### config.mk
export PLATFORM = sky130hd
export DESIGN_NAME = ansi_escape_sequence_parser_flat
export DESIGN_NICKNAME = d
export VERILOG_FILES = /design/src/hw/rtl/aesp_pkg.sv /design/src/hw/rtl/aesp_if.sv /design/src/hw/rtl/aesp_ram.sv /design/src/hw/rtl/aesp_ctrl.sv /design/src/hw/rtl/aesp_dp.sv /design/src/hw/rtl/ansi_escape_sequence_parser.sv /design/src/flat_wrapper.sv
export SDC_FILE = /design/constraint.sdc
export NUM_CORES = 1
export LEC_CHECK = 0
export ABC_AREA = 1
export BUFFER_PORTS_ARGS = -buffer_cell sky130_fd_sc_hd__buf_2
export CORE_ASPECT_RATIO = 2
export CORE_UTILIZATION = 55
export CTS_BUF_LIST = sky130_fd_sc_hd__clkbuf_8
export CTS_CLUSTER_SIZE = 8
export DETAILED_ROUTE_END_ITERATION = 7
export GPL_TIMING_DRIVEN = 0
export PLACE_DENSITY = 0.84
export SLEW_MARGIN = 20
export SYNTH_ARGS = -nofsm -noshare
export SYNTH_HDL_FRONTEND = slang
export SYNTH_HIERARCHICAL = 1
export SYNTH_SLANG_ARGS = --single-unit
### constraint.sdc
create_clock -name clk -period 6.3 [get_ports clk]
set_input_delay 0.315 -clock clk [delete_from_list [all_inputs] [get_ports clk]]
set_output_delay 0.315 -clock clk [all_outputs]
set_load 0.05 [all_outputs]
### src/hw/rtl/aesp_pkg.sv
// Shared types and constants of the ANSI escape sequence parser.
package aesp_pkg;

  localparam logic [7:0] ESC_BYTE  = 8'h1B;
  localparam logic [7:0] CSI_BYTE  = 8'h5B;   // '['
  localparam logic [7:0] SEMI_BYTE = 8'h3B;   // ';'
  localparam logic [7:0] ZERO_CHAR = 8'h30;   // '0'
  localparam logic [7:0] NINE_CHAR = 8'h39;   // '9'
  localparam logic [15:0] PARAM_MAX = 16'hFFFF;

  // Result kinds.
  localparam logic KIND_TEXT = 1'b0;
  localparam logic KIND_CMD  = 1'b1;

  // Command codes.
  localparam logic [3:0] CMD_UP      = 4'd0;
  localparam logic [3:0] CMD_DOWN    = 4'd1;
  localparam logic [3:0] CMD_RIGHT   = 4'd2;
  localparam logic [3:0] CMD_LEFT    = 4'd3;
  localparam logic [3:0] CMD_NEXTLN  = 4'd4;
  localparam logic [3:0] CMD_PREVLN  = 4'd5;
  localparam logic [3:0] CMD_POS     = 4'd6;
  localparam logic [3:0] CMD_SAVE    = 4'd7;
  localparam logic [3:0] CMD_RESTORE = 4'd8;
  localparam logic [3:0] CMD_ERASE_D = 4'd9;
  localparam logic [3:0] CMD_ERASE_L = 4'd10;
  localparam logic [3:0] CMD_INSERT  = 4'd11;
  localparam logic [3:0] CMD_ATTR    = 4'd12;

  // What an accepted byte asks for.
  typedef enum logic [1:0] {
    ACT_NONE  = 2'd0,
    ACT_TEXT  = 2'd1,
    ACT_CMD   = 2'd2,
    ACT_FLUSH = 2'd3
  } act_t;

  // Source of the next result loaded into the output register.
  typedef enum logic [1:0] {
    SRC_IN   = 2'd0,
    SRC_CMD  = 2'd1,
    SRC_RAM  = 2'd2,
    SRC_PEND = 2'd3
  } src_t;

  typedef struct packed {
    logic accept;
    logic rd_en;
    logic idx_inc;
    logic out_load;
    src_t out_src;
  } ctrl_cmd_t;

  typedef struct packed {
    act_t action;
    logic out_free;
    logic fl_done;
    logic trail;
  } dp_status_t;

endpackage

### src/hw/rtl/aesp_if.sv
// Channel interfaces of the ANSI escape sequence parser.
interface aesp_in_if;
  logic       valid;
  logic       ready;
  logic [7:0] data_byte;

  modport source (output valid, output data_byte, input ready);
  modport sink   (input valid, input data_byte, output ready);
endinterface

interface aesp_out_if;
  logic        valid;
  logic        ready;
  logic        item_kind;
  logic [7:0]  text_byte;
  logic [3:0]  command_code;
  logic        has_first;
  logic        has_second;
  logic [15:0] first_value;
  logic [15:0] second_value;
  logic        last_of_run;

  modport source (output valid, output item_kind, output text_byte, output command_code,
                  output has_first, output has_second, output first_value,
                  output second_value, output last_of_run, input ready);
  modport sink   (input valid, input item_kind, input text_byte, input command_code,
                  input has_first, input has_second, input first_value,
                  input second_value, input last_of_run, output ready);
endinterface

### src/hw/rtl/aesp_ram.sv
// Generic single-write, single-read RAM with registered read data.
module aesp_ram #(
  parameter int WIDTH = 8,
  parameter int DEPTH = 16
) (
  input  logic                     clk,
  input  logic                     we,
  input  logic [$clog2(DEPTH)-1:0] waddr,
  input  logic [WIDTH-1:0]         wdata,
  input  logic                     re,
  input  logic [$clog2(DEPTH)-1:0] raddr,
  output logic [WIDTH-1:0]         rdata
);

  logic [WIDTH-1:0] mem [DEPTH];
  logic [WIDTH-1:0] rdata_r;

  always_ff @(posedge clk) begin
    if (we) begin
      mem[waddr] <= wdata;
    end
    if (re) begin
      rdata_r <= mem[raddr];
    end
  end

  assign rdata = rdata_r;

endmodule

### src/hw/rtl/aesp_ctrl.sv
// Controller state machine of the ANSI escape sequence parser.
module aesp_ctrl (
  input  logic                   clk,
  input  logic                   rst_n,
  input  logic                   in_valid,
  output logic                   in_ready,
  input  aesp_pkg::dp_status_t   sts,
  output aesp_pkg::ctrl_cmd_t    cmd
);
  import aesp_pkg::*;

  typedef enum logic [3:0] {
    S_IDLE  = 4'b0001,
    S_READ  = 4'b0010,
    S_EMIT  = 4'b0100,
    S_TRAIL = 4'b1000
  } state_t;

  state_t state_r, state_nxt;

  assign in_ready = (state_r == S_IDLE) && sts.out_free;

  always_comb begin
    state_nxt = state_r;
    cmd       = '0;
    case (state_r)
      S_IDLE: begin
        if (in_valid && in_ready) begin
          cmd.accept = 1'b1;
          case (sts.action)
            ACT_TEXT: begin
              cmd.out_load = 1'b1;
              cmd.out_src  = SRC_IN;
            end
            ACT_CMD: begin
              cmd.out_load = 1'b1;
              cmd.out_src  = SRC_CMD;
            end
            ACT_FLUSH: begin
              state_nxt = S_READ;
            end
            default: begin
            end
          endcase
        end
      end
      S_READ: begin
        cmd.rd_en = 1'b1;
        state_nxt = S_EMIT;
      end
      S_EMIT: begin
        if (sts.out_free) begin
          cmd.out_load = 1'b1;
          cmd.out_src  = SRC_RAM;
          if (sts.fl_done) begin
            state_nxt = sts.trail ? S_TRAIL : S_IDLE;
          end else begin
            cmd.idx_inc = 1'b1;
            state_nxt   = S_READ;
          end
        end
      end
      S_TRAIL: begin
        if (sts.out_free) begin
          cmd.out_load = 1'b1;
          cmd.out_src  = SRC_PEND;
          state_nxt    = S_IDLE;
        end
      end
      default: begin
        state_nxt = S_IDLE;
      end
    endcase
  end

  always_ff @(posedge clk) begin
    if (!rst_n) begin
      state_r <= S_IDLE;
    end else begin
      state_r <= state_nxt;
    end
  end

endmodule

### src/hw/rtl/aesp_dp.sv
// Datapath of the ANSI escape sequence parser: sequence buffer, parameter
// accumulators, byte classification and the output register.
module aesp_dp #(
  parameter int SEQ_BUFFER_LEN = 16
) (
  input  logic                 clk,
  input  logic                 rst_n,
  input  logic [7:0]           in_byte,
  input  aesp_pkg::ctrl_cmd_t  cmd,
  output aesp_pkg::dp_status_t sts,
  input  logic                 out_ready,
  output logic                 out_valid,
  output logic                 out_kind,
  output logic [7:0]           out_text,
  output logic [3:0]           out_code,
  output logic                 out_h1,
  output logic                 out_h2,
  output logic [15:0]          out_v1,
  output logic [15:0]          out_v2,
  output logic                 out_last
);
  import aesp_pkg::*;

  localparam int AW = $clog2(SEQ_BUFFER_LEN);
  localparam int LW = $clog2(SEQ_BUFFER_LEN + 1);
  localparam logic [LW-1:0] LEN_ZERO = '0;
  localparam logic [LW-1:0] LEN_ONE  = LW'(1);
  localparam logic [LW-1:0] LEN_TWO  = LW'(2);
  localparam logic [LW-1:0] LEN_FULL = LW'(SEQ_BUFFER_LEN);

  // Sequence state.
  logic [LW-1:0] len_r, len_nxt;
  logic          sep_r, sep_nxt;
  logic          h1_r, h1_nxt;
  logic          h2_r, h2_nxt;
  logic [15:0]   v1_r, v1_nxt;
  logic [15:0]   v2_r, v2_nxt;

  // Flush replay state.
  logic [AW-1:0] fl_idx_r, fl_idx_nxt;
  logic [AW-1:0] fl_end_r, fl_end_nxt;
  logic          trail_r, trail_nxt;
  logic [7:0]    pend_r, pend_nxt;

  // Output register.
  logic          ov_r, ov_nxt;
  logic          ok_r, ok_nxt;
  logic [7:0]    ot_r, ot_nxt;
  logic [3:0]    oc_r, oc_nxt;
  logic          oh1_r, oh1_nxt;
  logic          oh2_r, oh2_nxt;
  logic [15:0]   ov1_r, ov1_nxt;
  logic [15:0]   ov2_r, ov2_nxt;
  logic          ol_r, ol_nxt;

  logic          is_esc, is_digit, is_semi, is_csi;
  logic          allow_nodig, allow_dig, allow_sep, fin_ok;
  logic [3:0]    fin_code;
  logic          pfx_ok, append;
  logic          trail_c;
  act_t          action;
  logic [15:0]   cur_v, sat_v;
  logic [19:0]   prod;
  logic [LW-1:0] len_m1;
  logic          ram_we;
  logic [7:0]    ram_rdata;
  logic          out_free;

  assign is_esc   = (in_byte == ESC_BYTE);
  assign is_semi  = (in_byte == SEMI_BYTE);
  assign is_csi   = (in_byte == CSI_BYTE);
  assign is_digit = (in_byte >= ZERO_CHAR) && (in_byte <= NINE_CHAR);

  // Final letters and the parameter shapes that each one accepts.
  always_comb begin
    fin_code    = CMD_UP;
    allow_nodig = 1'b0;
    allow_dig   = 1'b0;
    allow_sep   = 1'b0;
    case (in_byte)
      "A": begin fin_code = CMD_UP;      allow_nodig = 1'b1; allow_dig = 1'b1; end
      "B": begin fin_code = CMD_DOWN;    allow_nodig = 1'b1; allow_dig = 1'b1; end
      "C": begin fin_code = CMD_RIGHT;   allow_nodig = 1'b1; allow_dig = 1'b1; end
      "D": begin fin_code = CMD_LEFT;    allow_nodig = 1'b1; allow_dig = 1'b1; end
      "E": begin fin_code = CMD_NEXTLN;  allow_nodig = 1'b1; allow_dig = 1'b1; end
      "F": begin fin_code = CMD_PREVLN;  allow_nodig = 1'b1; allow_dig = 1'b1; end
      "H": begin fin_code = CMD_POS;     allow_nodig = 1'b1; allow_sep = 1'b1; end
      "f": begin fin_code = CMD_POS;     allow_sep = 1'b1; end
      "s": begin fin_code = CMD_SAVE;    allow_nodig = 1'b1; end
      "u": begin fin_code = CMD_RESTORE; allow_nodig = 1'b1; end
      "J": begin fin_code = CMD_ERASE_D; allow_nodig = 1'b1; allow_dig = 1'b1; end
      "K": begin fin_code = CMD_ERASE_L; allow_nodig = 1'b1; allow_dig = 1'b1; end
      "L": begin fin_code = CMD_INSERT;  allow_nodig = 1'b1; allow_dig = 1'b1; end
      "m": begin
        fin_code    = CMD_ATTR;
        allow_nodig = 1'b1;
        allow_dig   = 1'b1;
        allow_sep   = 1'b1;
      end
      default: begin
      end
    endcase
  end

  assign fin_ok = sep_r ? allow_sep : (h1_r ? allow_dig : allow_nodig);

  // Right after ESC only '[' continues; after that digits and one semicolon.
  assign pfx_ok = (len_r == LEN_ONE) ? is_csi : (is_digit || (is_semi && !sep_r));

  always_comb begin
    action  = ACT_NONE;
    trail_c = 1'b0;
    append  = 1'b0;
    if (is_esc) begin
      action = (len_r >= LEN_TWO) ? ACT_FLUSH : ACT_NONE;
    end else if (len_r == LEN_ZERO) begin
      action = ACT_TEXT;
    end else if (len_r == LEN_FULL) begin
      action  = ACT_FLUSH;
      trail_c = 1'b1;
    end else if (pfx_ok) begin
      append = 1'b1;
    end else if ((len_r != LEN_ONE) && fin_ok) begin
      action = ACT_CMD;
    end else if (len_r == LEN_ONE) begin
      action = ACT_TEXT;
    end else begin
      action  = ACT_FLUSH;
      trail_c = 1'b1;
    end
  end

  // Saturating decimal accumulate: v * 10 + digit.
  assign cur_v = sep_r ? v2_r : v1_r;
  assign prod  = 20'({cur_v, 3'b000}) + 20'({cur_v, 1'b0}) + 20'(in_byte[3:0]);
  assign sat_v = (prod > 20'(PARAM_MAX)) ? PARAM_MAX : prod[15:0];

  assign len_m1 = len_r - LEN_ONE;
  assign ram_we = cmd.accept && append;

  always_comb begin
    len_nxt    = len_r;
    sep_nxt    = sep_r;
    h1_nxt     = h1_r;
    h2_nxt     = h2_r;
    v1_nxt     = v1_r;
    v2_nxt     = v2_r;
    fl_idx_nxt = fl_idx_r;
    fl_end_nxt = fl_end_r;
    trail_nxt  = trail_r;
    pend_nxt   = pend_r;
    if (cmd.accept) begin
      fl_idx_nxt = AW'(1);
      fl_end_nxt = len_m1[AW-1:0];
      trail_nxt  = trail_c;
      pend_nxt   = in_byte;
      if (is_esc) begin
        len_nxt = LEN_ONE;
        sep_nxt = 1'b0;
        h1_nxt  = 1'b0;
        h2_nxt  = 1'b0;
        v1_nxt  = '0;
        v2_nxt  = '0;
      end else if (append) begin
        len_nxt = len_r + LEN_ONE;
        if (len_r != LEN_ONE) begin
          if (is_semi) begin
            sep_nxt = 1'b1;
          end else if (sep_r) begin
            h2_nxt = 1'b1;
            v2_nxt = sat_v;
          end else begin
            h1_nxt = 1'b1;
            v1_nxt = sat_v;
          end
        end
      end else begin
        len_nxt = LEN_ZERO;
      end
    end else if (cmd.idx_inc) begin
      fl_idx_nxt = fl_idx_r + AW'(1);
    end
  end

  aesp_ram #(
    .WIDTH (8),
    .DEPTH (SEQ_BUFFER_LEN)
  ) u_buf (
    .clk   (clk),
    .we    (ram_we),
    .waddr (len_r[AW-1:0]),
    .wdata (in_byte),
    .re    (cmd.rd_en),
    .raddr (fl_idx_r),
    .rdata (ram_rdata)
  );

  assign out_free = !ov_r || out_ready;

  always_comb begin
    ov_nxt  = ov_r;
    ok_nxt  = ok_r;
    ot_nxt  = ot_r;
    oc_nxt  = oc_r;
    oh1_nxt = oh1_r;
    oh2_nxt = oh2_r;
    ov1_nxt = ov1_r;
    ov2_nxt = ov2_r;
    ol_nxt  = ol_r;
    if (cmd.out_load) begin
      ov_nxt  = 1'b1;
      ok_nxt  = KIND_TEXT;
      ot_nxt  = '0;
      oc_nxt  = CMD_UP;
      oh1_nxt = 1'b0;
      oh2_nxt = 1'b0;
      ov1_nxt = '0;
      ov2_nxt = '0;
      ol_nxt  = 1'b1;
      case (cmd.out_src)
        SRC_IN: begin
          ot_nxt = in_byte;
        end
        SRC_CMD: begin
          ok_nxt  = KIND_CMD;
          oc_nxt  = fin_code;
          oh1_nxt = h1_r;
          oh2_nxt = h2_r;
          ov1_nxt = v1_r;
          ov2_nxt = v2_r;
        end
        SRC_RAM: begin
          ot_nxt = ram_rdata;
          ol_nxt = (fl_idx_r == fl_end_r) && !trail_r;
        end
        SRC_PEND: begin
          ot_nxt = pend_r;
        end
        default: begin
        end
      endcase
    end else if (out_ready) begin
      ov_nxt = 1'b0;
    end
  end

  always_ff @(posedge clk) begin
    if (!rst_n) begin
      len_r <= LEN_ZERO;
      sep_r <= 1'b0;
      h1_r  <= 1'b0;
      h2_r  <= 1'b0;
      ov_r  <= 1'b0;
    end else begin
      len_r <= len_nxt;
      sep_r <= sep_nxt;
      h1_r  <= h1_nxt;
      h2_r  <= h2_nxt;
      ov_r  <= ov_nxt;
    end
  end

  always_ff @(posedge clk) begin
    v1_r     <= v1_nxt;
    v2_r     <= v2_nxt;
    fl_idx_r <= fl_idx_nxt;
    fl_end_r <= fl_end_nxt;
    trail_r  <= trail_nxt;
    pend_r   <= pend_nxt;
    ok_r     <= ok_nxt;
    ot_r     <= ot_nxt;
    oc_r     <= oc_nxt;
    oh1_r    <= oh1_nxt;
    oh2_r    <= oh2_nxt;
    ov1_r    <= ov1_nxt;
    ov2_r    <= ov2_nxt;
    ol_r     <= ol_nxt;
  end

  assign sts.action   = action;
  assign sts.out_free = out_free;
  assign sts.fl_done  = (fl_idx_r == fl_end_r);
  assign sts.trail    = trail_r;

  assign out_valid = ov_r;
  assign out_kind  = ok_r;
  assign out_text  = ot_r;
  assign out_code  = oc_r;
  assign out_h1    = oh1_r;
  assign out_h2    = oh2_r;
  assign out_v1    = ov1_r;
  assign out_v2    = ov2_r;
  assign out_last  = ol_r;

endmodule

### src/hw/rtl/ansi_escape_sequence_parser.sv
// Top level of the ANSI escape sequence parser.
//
// The block decodes a terminal output stream. Bytes arrive one item at a time
// on in_ch; results leave on out_ch, either a text byte or a decoded CSI
// command (cursor moves, positioning, save and restore, erase, insert lines,
// attributes) with up to two decimal parameters saturated at 65535. One input
// item may cause no result, one result, or a run of results; last_of_run
// marks the final result caused by an item.
// A text byte or a completed command shows on out_ch in the cycle after its
// item is accepted, and such items can follow each other every cycle while
// out_ch does not stall. A flush of an invalid or overlong sequence replays
// the sequence buffer RAM through its single read port, with a read state and
// an emit state per replayed byte, then the trailing byte if there is one; no
// new item is taken until the run is out. The buffer holds SEQ_BUFFER_LEN bytes.
// When out_ch stalls, the held result stays unchanged in the output register
// and in_ch stops accepting until that register can be loaded again.
// Reset is synchronous and active low; it empties the sequence and drops any
// pending result. The buffer itself needs no clearing.
module ansi_escape_sequence_parser #(
  parameter int SEQ_BUFFER_LEN = 16
) (
  input logic        clk,
  input logic        rst_n,
  aesp_in_if.sink    in_ch,
  aesp_out_if.source out_ch
);
  import aesp_pkg::*;

  ctrl_cmd_t  cmd;
  dp_status_t sts;
  logic       in_ready;

  // The controller sequences accepts and flush replays.
  aesp_ctrl u_ctrl (
    .clk      (clk),
    .rst_n    (rst_n),
    .in_valid (in_ch.valid),
    .in_ready (in_ready),
    .sts      (sts),
    .cmd      (cmd)
  );

  // The datapath classifies bytes, keeps the sequence and drives results.
  aesp_dp #(
    .SEQ_BUFFER_LEN (SEQ_BUFFER_LEN)
  ) u_dp (
    .clk       (clk),
    .rst_n     (rst_n),
    .in_byte   (in_ch.data_byte),
    .cmd       (cmd),
    .sts       (sts),
    .out_ready (out_ch.ready),
    .out_valid (out_ch.valid),
    .out_kind  (out_ch.item_kind),
    .out_text  (out_ch.text_byte),
    .out_code  (out_ch.command_code),
    .out_h1    (out_ch.has_first),
    .out_h2    (out_ch.has_second),
    .out_v1    (out_ch.first_value),
    .out_v2    (out_ch.second_value),
    .out_last  (out_ch.last_of_run)
  );

  assign in_ch.ready = in_ready;

endmodule

### src/flat_wrapper.sv
// flat-port wrapper written by rule: the top's interface ports become plain ports
module ansi_escape_sequence_parser_flat import aesp_pkg::*;
#(
  parameter int SEQ_BUFFER_LEN = 16
)
  (clk, rst_n, in_ch_valid, in_ch_data_byte, in_ch_ready, out_ch_valid, out_ch_item_kind, out_ch_text_byte, out_ch_command_code, out_ch_has_first, out_ch_has_second, out_ch_first_value, out_ch_second_value, out_ch_last_of_run, out_ch_ready);
  aesp_in_if in_ch_i ();
  aesp_out_if out_ch_i ();
  input logic clk;
  input logic rst_n;
  input wire logic [$bits(in_ch_i.valid)-1:0] in_ch_valid;
  input wire logic [$bits(in_ch_i.data_byte)-1:0] in_ch_data_byte;
  output wire logic [$bits(in_ch_i.ready)-1:0] in_ch_ready;
  output wire logic [$bits(out_ch_i.valid)-1:0] out_ch_valid;
  output wire logic [$bits(out_ch_i.item_kind)-1:0] out_ch_item_kind;
  output wire logic [$bits(out_ch_i.text_byte)-1:0] out_ch_text_byte;
  output wire logic [$bits(out_ch_i.command_code)-1:0] out_ch_command_code;
  output wire logic [$bits(out_ch_i.has_first)-1:0] out_ch_has_first;
  output wire logic [$bits(out_ch_i.has_second)-1:0] out_ch_has_second;
  output wire logic [$bits(out_ch_i.first_value)-1:0] out_ch_first_value;
  output wire logic [$bits(out_ch_i.second_value)-1:0] out_ch_second_value;
  output wire logic [$bits(out_ch_i.last_of_run)-1:0] out_ch_last_of_run;
  input wire logic [$bits(out_ch_i.ready)-1:0] out_ch_ready;
  assign in_ch_i.valid = in_ch_valid;
  assign in_ch_i.data_byte = in_ch_data_byte;
  assign in_ch_ready = in_ch_i.ready;
  assign out_ch_valid = out_ch_i.valid;
  assign out_ch_item_kind = out_ch_i.item_kind;
  assign out_ch_text_byte = out_ch_i.text_byte;
  assign out_ch_command_code = out_ch_i.command_code;
  assign out_ch_has_first = out_ch_i.has_first;
  assign out_ch_has_second = out_ch_i.has_second;
  assign out_ch_first_value = out_ch_i.first_value;
  assign out_ch_second_value = out_ch_i.second_value;
  assign out_ch_last_of_run = out_ch_i.last_of_run;
  assign out_ch_i.ready = out_ch_ready;
  ansi_escape_sequence_parser #(.SEQ_BUFFER_LEN(SEQ_BUFFER_LEN)) u_core (.clk(clk), .rst_n(rst_n), .in_ch(in_ch_i), .out_ch(out_ch_i));
endmodule
# After elaboration in Yosys (flattened, before gate mapping)
# Memory sizes are Yosys's and may differ from the RTL's. A register that Yosys moved wholly into a read port is not among the register bits.
# Index checks and enable logic that the tools add are counted.
[op_classes]
add_sub_neg = 5
n_lt_le_gt_ge = 4
eq_ne = 37
mux = 71
n_reduce_logical = 28
[op_table]
columns = ["op", "count"]
rows = [
  ["$mux 16", 10],
  ["$eq 8x7->1 const B", 15],
  ["$pmux 4 s12", 1],
  ["$mux 1", 38],
  ["$mux 4", 7],
  ["$pmux 8 s3", 1],
  ["$add 19x17->20", 1],
  ["$add 20x4->20", 1],
  ["$gt 20x16->1 const B", 1],
  ["$pmux 4 s4", 1],
  ["$mux 2", 7],
  ["$reduce_or 13->1", 1],
  ["$mux 5", 2],
  ["$reduce_and 5->1", 2],
  ["$reduce_bool 2->1", 5],
  ["$reduce_or 10->1", 1],
  ["$pmux 3 s3", 1],
  ["$eq 2x2->1 const B", 4],
  ["$eq 8x5->1 const B", 1],
  ["$eq 8x6->1 const B", 1],
  ["$ge 8x6->1 const B", 1],
  ["$le 8x6->1 const B", 1],
  ["$reduce_and 4->1", 2],
  ["$logic_and 1x1->1", 7],
  ["other kinds (23)", 33],
]
[totals]
ff_bits = 110
ram_bits = 128
input_bits = 12
out_inout_bits = 50
wordCells = 166
mem_count = 1
[mem_list]
columns = ["memory", "depth", "width", "rd", "rd_clocked_by_memory_dff", "write_ports", "line", "text"]
rows = [
  ["u_core.u_dp.u_buf.mem", 16, 8, 1, 1, 1, "aesp_ram.sv:15", "logic [WIDTH-1:0] mem [DEPTH];"],
]

# Logic depth before layout (Yosys ltp)
[depth]
depth_word = 17
ltp_mapped = 23
depth_no_buf = 23

# Modules after synthesis
# Netlist, hierarchy kept.
[by_module_without_submodules]
columns = ["module", "instances", "cells_per_inst", "area_per_inst_um2", "seq_area_each_um2"]
rows = [
  ["aesp_dp", 1, 713, 6189.7, 3052.9],
  ["aesp_ram", 1, 551, 5846.9, 4083.9],
  ["aesp_ctrl", 1, 58, 354.1, 80.1],
]

# Least setup slack after synthesis
# Ideal clock, no wire load.
[synth_path]
kind = "reg2reg"
from = "reg u_core.u_dp.len_r[1]"
to = "reg u_core.u_dp.oc_r[0] (netlist: u_core/u_dp/out_code[0]), enable pin"
setup_time_ns = 0.472
t_arrival_ns = 4.162
required_ns = 5.828
setup_slack_ns = 1.665
stages_incl_launch_ff = 17
n_path_buf = 0
synth_period_minus_slack_ns = 4.635
path_cell_list = "dfxtp_1 inv_1 ha_1 inv_1 nor2_1 nand2_1 inv_1 o21ai_1 nor2_2 inv_2 nand2_1 inv_1 nand2_1 nand2_1 inv_1 ha_1 o22ai_1"
[synth_rtl]
columns = ["item", "line", "text"]
rows = [
  ["start: declaration", "aesp_dp.sv:32", "logic [LW-1:0] len_r, len_nxt;"],
  ["start signal: assignment", "aesp_dp.sv:255", "len_r <= len_nxt;"],
  ["end signal: assignment", "aesp_dp.sv:272", "oc_r <= oc_nxt;"],
  ["end: declaration", "aesp_dp.sv:49", "logic [3:0] oc_r, oc_nxt;"],
]

==> summary.txt <==
cell area after synthesis -> 12,400 µm²
max-slew violation count -> 0
Worst Path Max Fanout -> 10
Slew headroom -> 0.468
Seq pwr share -> 0.479
Unique masters post-synth -> 37
Initial Utilization -> 0.562
hpwl dp -> 24,400 µm
Hold Path Class -> in -> reg
first-pass GRT wire length -> 49,900 µm
DR vias/cell -> 5.47
number of flops mapped to enable cells by yosys -> 229
core area -> 22,100 µm²
Worst-Margin Slew -> 0.796 ns
initial antenna violation count -> 0
Reg-to-Reg End -> u_core/u_dp/out_h2
DIE AREA -> 23,200 µm²
multi-input logic area -> 4000 µm²
DRC Markers -> 0
Fill cells -> 1,795
internal power -> 0.00282 W
max_cap viols -> 0
Placed Area -> 13,100 µm²
leakage power -> 6.20 nW
Net Sw Frac -> 0.350
Psw -> 0.00152 W
final WL -> 32,700 µm
fmax -> 246 MHz
Critical Path, Cell by Cell -> inv_1 > ha_1 > inv_1 > nor2_1 > nand2_1 > inv_1 > o21ai_1 > inv_1 > nor2_2 > inv_2 > nand2_1 > inv_1 > nand2_1 > nand2_1 > inv_1 > ha_1 > nand2_1 > o21ai_1 > inv_1 > nor2_1 > clkinv_1 > clkbuf_1 > nor2_1
Storage cell area -> 7220 µm²
post-synthesis sequential area ratio -> 0.582
period utilisation layout -> 0.646
# rows -> 77
Bufs on Longest Clock Path -> 3
delay of the slowest critical-path stage -> 0.52 ns
Hold Startpoint -> out_ch_ready
status -> complete, no violations
Worst EP required -> 6.65 ns
Synth top area share -> 0.555
I/O pins -> 62
setup violators final -> 0
Ant. Diodes -> 0
CTS tree -> done
Syn. warnings -> 6
clock network power share -> 0.265
vias in the first global route -> 9,615
pre-CTS setup slack -> 1.96 ns
CTS H-Tree Depth -> 2
Critical Path AT -> 4.42 ns
share of layout cells above drive strength 1 -> 0.125
Reg-to-Reg Start -> u_core/u_dp/len_r[1]
crit path max-delay cell type -> dfxtp_1
Layout area overhead -> 10.8%
global route overflow -> 0
Max VDD drop -> 0.351 mV
post-CTS setup buffers -> 0
clk slew on worst S/H paths -> 0.06 ns
Hold Crit Depth -> 4
post-synth top area cell -> edfxtp_1
Via Count -> 9,389
logic gate share of total power -> 0.256
Critical Path Most Common Cell -> inv_1
CP Capture Type -> flop
worst reg2reg path depth -> 23
clock root buffer -> clkbuf_8
Nets -> 1,477
post-route ant nets -> 0
commonest non-fill, non-tap cell in the layout -> nand2_1
crit path kind -> reg -> reg
Area contributors post-synth -> edfxtp_1 55%, nand2_1 11%, inv_1 7.0%, nand3_1 5.5%, ha_1 3.9%
final hold vios -> 0
Async S/R FF share, synth -> 0
drt first pass iters -> 5
Cell Pwr Density -> 316 nW/µm²
routability cong. -> 0.984
port bufs -> 61
Worst Skew -> 0.0285 ns
r2r setup slk -> 2.23 ns
wire per inst -> 19.0 µm
Yosys reg bits -> 246
CTS sink cnt -> 246
RSZ-0062 raised after global routing -> false
Mapped Avg Cell Area -> 9.37 µm²
Power, Total -> 0.00433 W
hold_buf cts -> 0
post-cts sizing count -> 0
Final Cell Area -> 13,700 µm²
PnR worst setup slack -> 2.23 ns
Top FF cell, synth -> edfxtp_1
pin count of the biggest net entering global routing -> 25
initial DRC count -> 646
kind of start point of the critical path -> flop
post-layout minimum cycle time -> 4.07 ns
Worst-Skew Late Latency -> 0.53 ns
DIE WIDTH -> 108 µm
Die H -> 214 µm
Synthesized Nets -> 1,375
Overall Global Routing Usage -> 0.294
most frequent cells in the layout -> 369 x nand2_1, 247 x inv_1, 229 x edfxtp_1
Worst Hold Endpoint -> u_core/u_dp/out_valid
Cells after Synth -> 1,322
CTS buffer count -> 37
-- per-layer routing --
layer	track usage	routed length, µm
met5	0	0
met4	0.265	3160
met3	0.0416	1770
met2	0.542	17700
met1	0.263	10000
-- sequential cells by signal, summed over array words and instances (netlist names), 4 cells and up --
name                     flops
u_core/u_dp/u_buf/mem      128
u_core/u_dp/out_v2          16
u_core/u_dp/pend_r           8
u_core/u_dp/len_r            5
u_core/u_dp/u_buf/rdata      8
u_core/u_dp/out_code         4
u_core/u_dp/out_text         8
u_core/u_dp/fl_end_r         4
u_core/u_ctrl/state_r        4
u_core/u_dp/v2_r            16
u_core/u_dp/out_v1          16
u_core/u_dp/v1_r            16
u_core/u_dp/fl_idx_r         4
-- cells in the mapped netlist, types with 3 or more instances --
master / count
buf_6: 7
ha_1: 39
buf_2: 15
and2_1: 3
nor2_1: 101
clkbuf_1: 8
nand2_2: 7
dfxtp_1: 17
nand4_1: 4
a21oi_1: 25
nand3_2: 14
nor2_2: 8
o21ai_1: 5
nand2_1: 369
inv_2: 11
nand3_1: 135
o21ai_0: 23
o211ai_1: 10
xor2_1: 9
nand3b_1: 7
xnor2_1: 13
edfxtp_1: 229
nor3_1: 8
inv_1: 232
buf_4: 6
-- worst max-delay path by stage --
stage / end / cells past startpoint / slack [ns] / from
6_report: u_core/u_dp/out_h2 / 23 / 2.23 / u_core/u_dp/len_r[1]
5_1_grt: u_core/u_dp/out_h2 / 23 / 2.05 / u_core/u_dp/len_r[1]
2_1_floorplan: u_core/u_dp/out_code[0] / 16 / 1.67 / u_core/u_dp/len_r[1]
3_3_place_gp: u_core/u_dp/out_v2[14] / 11 / -0.33 / in_ch_data_byte[3]
3_5_place_dp: u_core/u_dp/out_h2 / 20 / 1.96 / in_ch_data_byte[1]
4_1_cts: u_core/u_dp/out_h2 / 23 / 2.28 / u_core/u_dp/len_r[1]
-- area by class of cell --
cell class | count | area share
inverter | 245 | 0.0670
sequential | 246 | 0.526
timing repair buffer | 63 | 0.0262
clock buffer | 40 | 0.0401
buffer | 39 | 0.0199
clock inverter | 17 | 0.00510
tap | 276 | 0.0252
multi-input combinational | 792 | 0.291
-- metrics by stage --
| stage | setup TNS, ns | util | std cells | hold slack [ns] |
|---|---|---|---|---|
| 2_1_floorplan | 0 | - | 1322 | 0.399 |
| 3_3_place_gp | -15.83 | 0.591 | 1659 | 0.450 |
| 3_5_place_dp | 0 | 0.594 | 1661 | 0.465 |
| 4_1_cts | 0 | 0.622 | 1718 | 0.0395 |
| 5_1_grt | 0 | 0.622 | 1718 | 0.0798 |
| 6_report | 0 | 0.622 | 1718 | 0.0672 |
-- power by group through the flow --
stage	logic [W]	clock network (W)	registers [W]
after floorplan	0.000293	0	0.00259
after global placement	0.00104	0	0.00213
after detailed placement	0.00111	0	0.00211
after CTS	0.00111	0.00117	0.00208
after global routing	0.00116	0.00123	0.00209
final	0.00111	0.00115	0.00208
-- logic make-up (layout without fill, tap and decap cells) --
kind of cell	Yosys count	after routing	synth area share
compound gates	68	68	0.0310
xor+xnor	22	22	0.0156
fa+ha+maj	41	41	0.0426
buf+inv	284	404	0.0962
flops	246	246	0.582
simple gates	661	661	0.232
-- worst max-delay path, delay by kind of cell (launching register included) --
kind	cells	cell delay, ns
buf+inv	10	1.44
simple gates	9	1.21
flops	1	0.52
compound gates	2	0.38
fa+ha+maj	2	0.34
No activity file was read; power rests on OpenSTA's default activity.
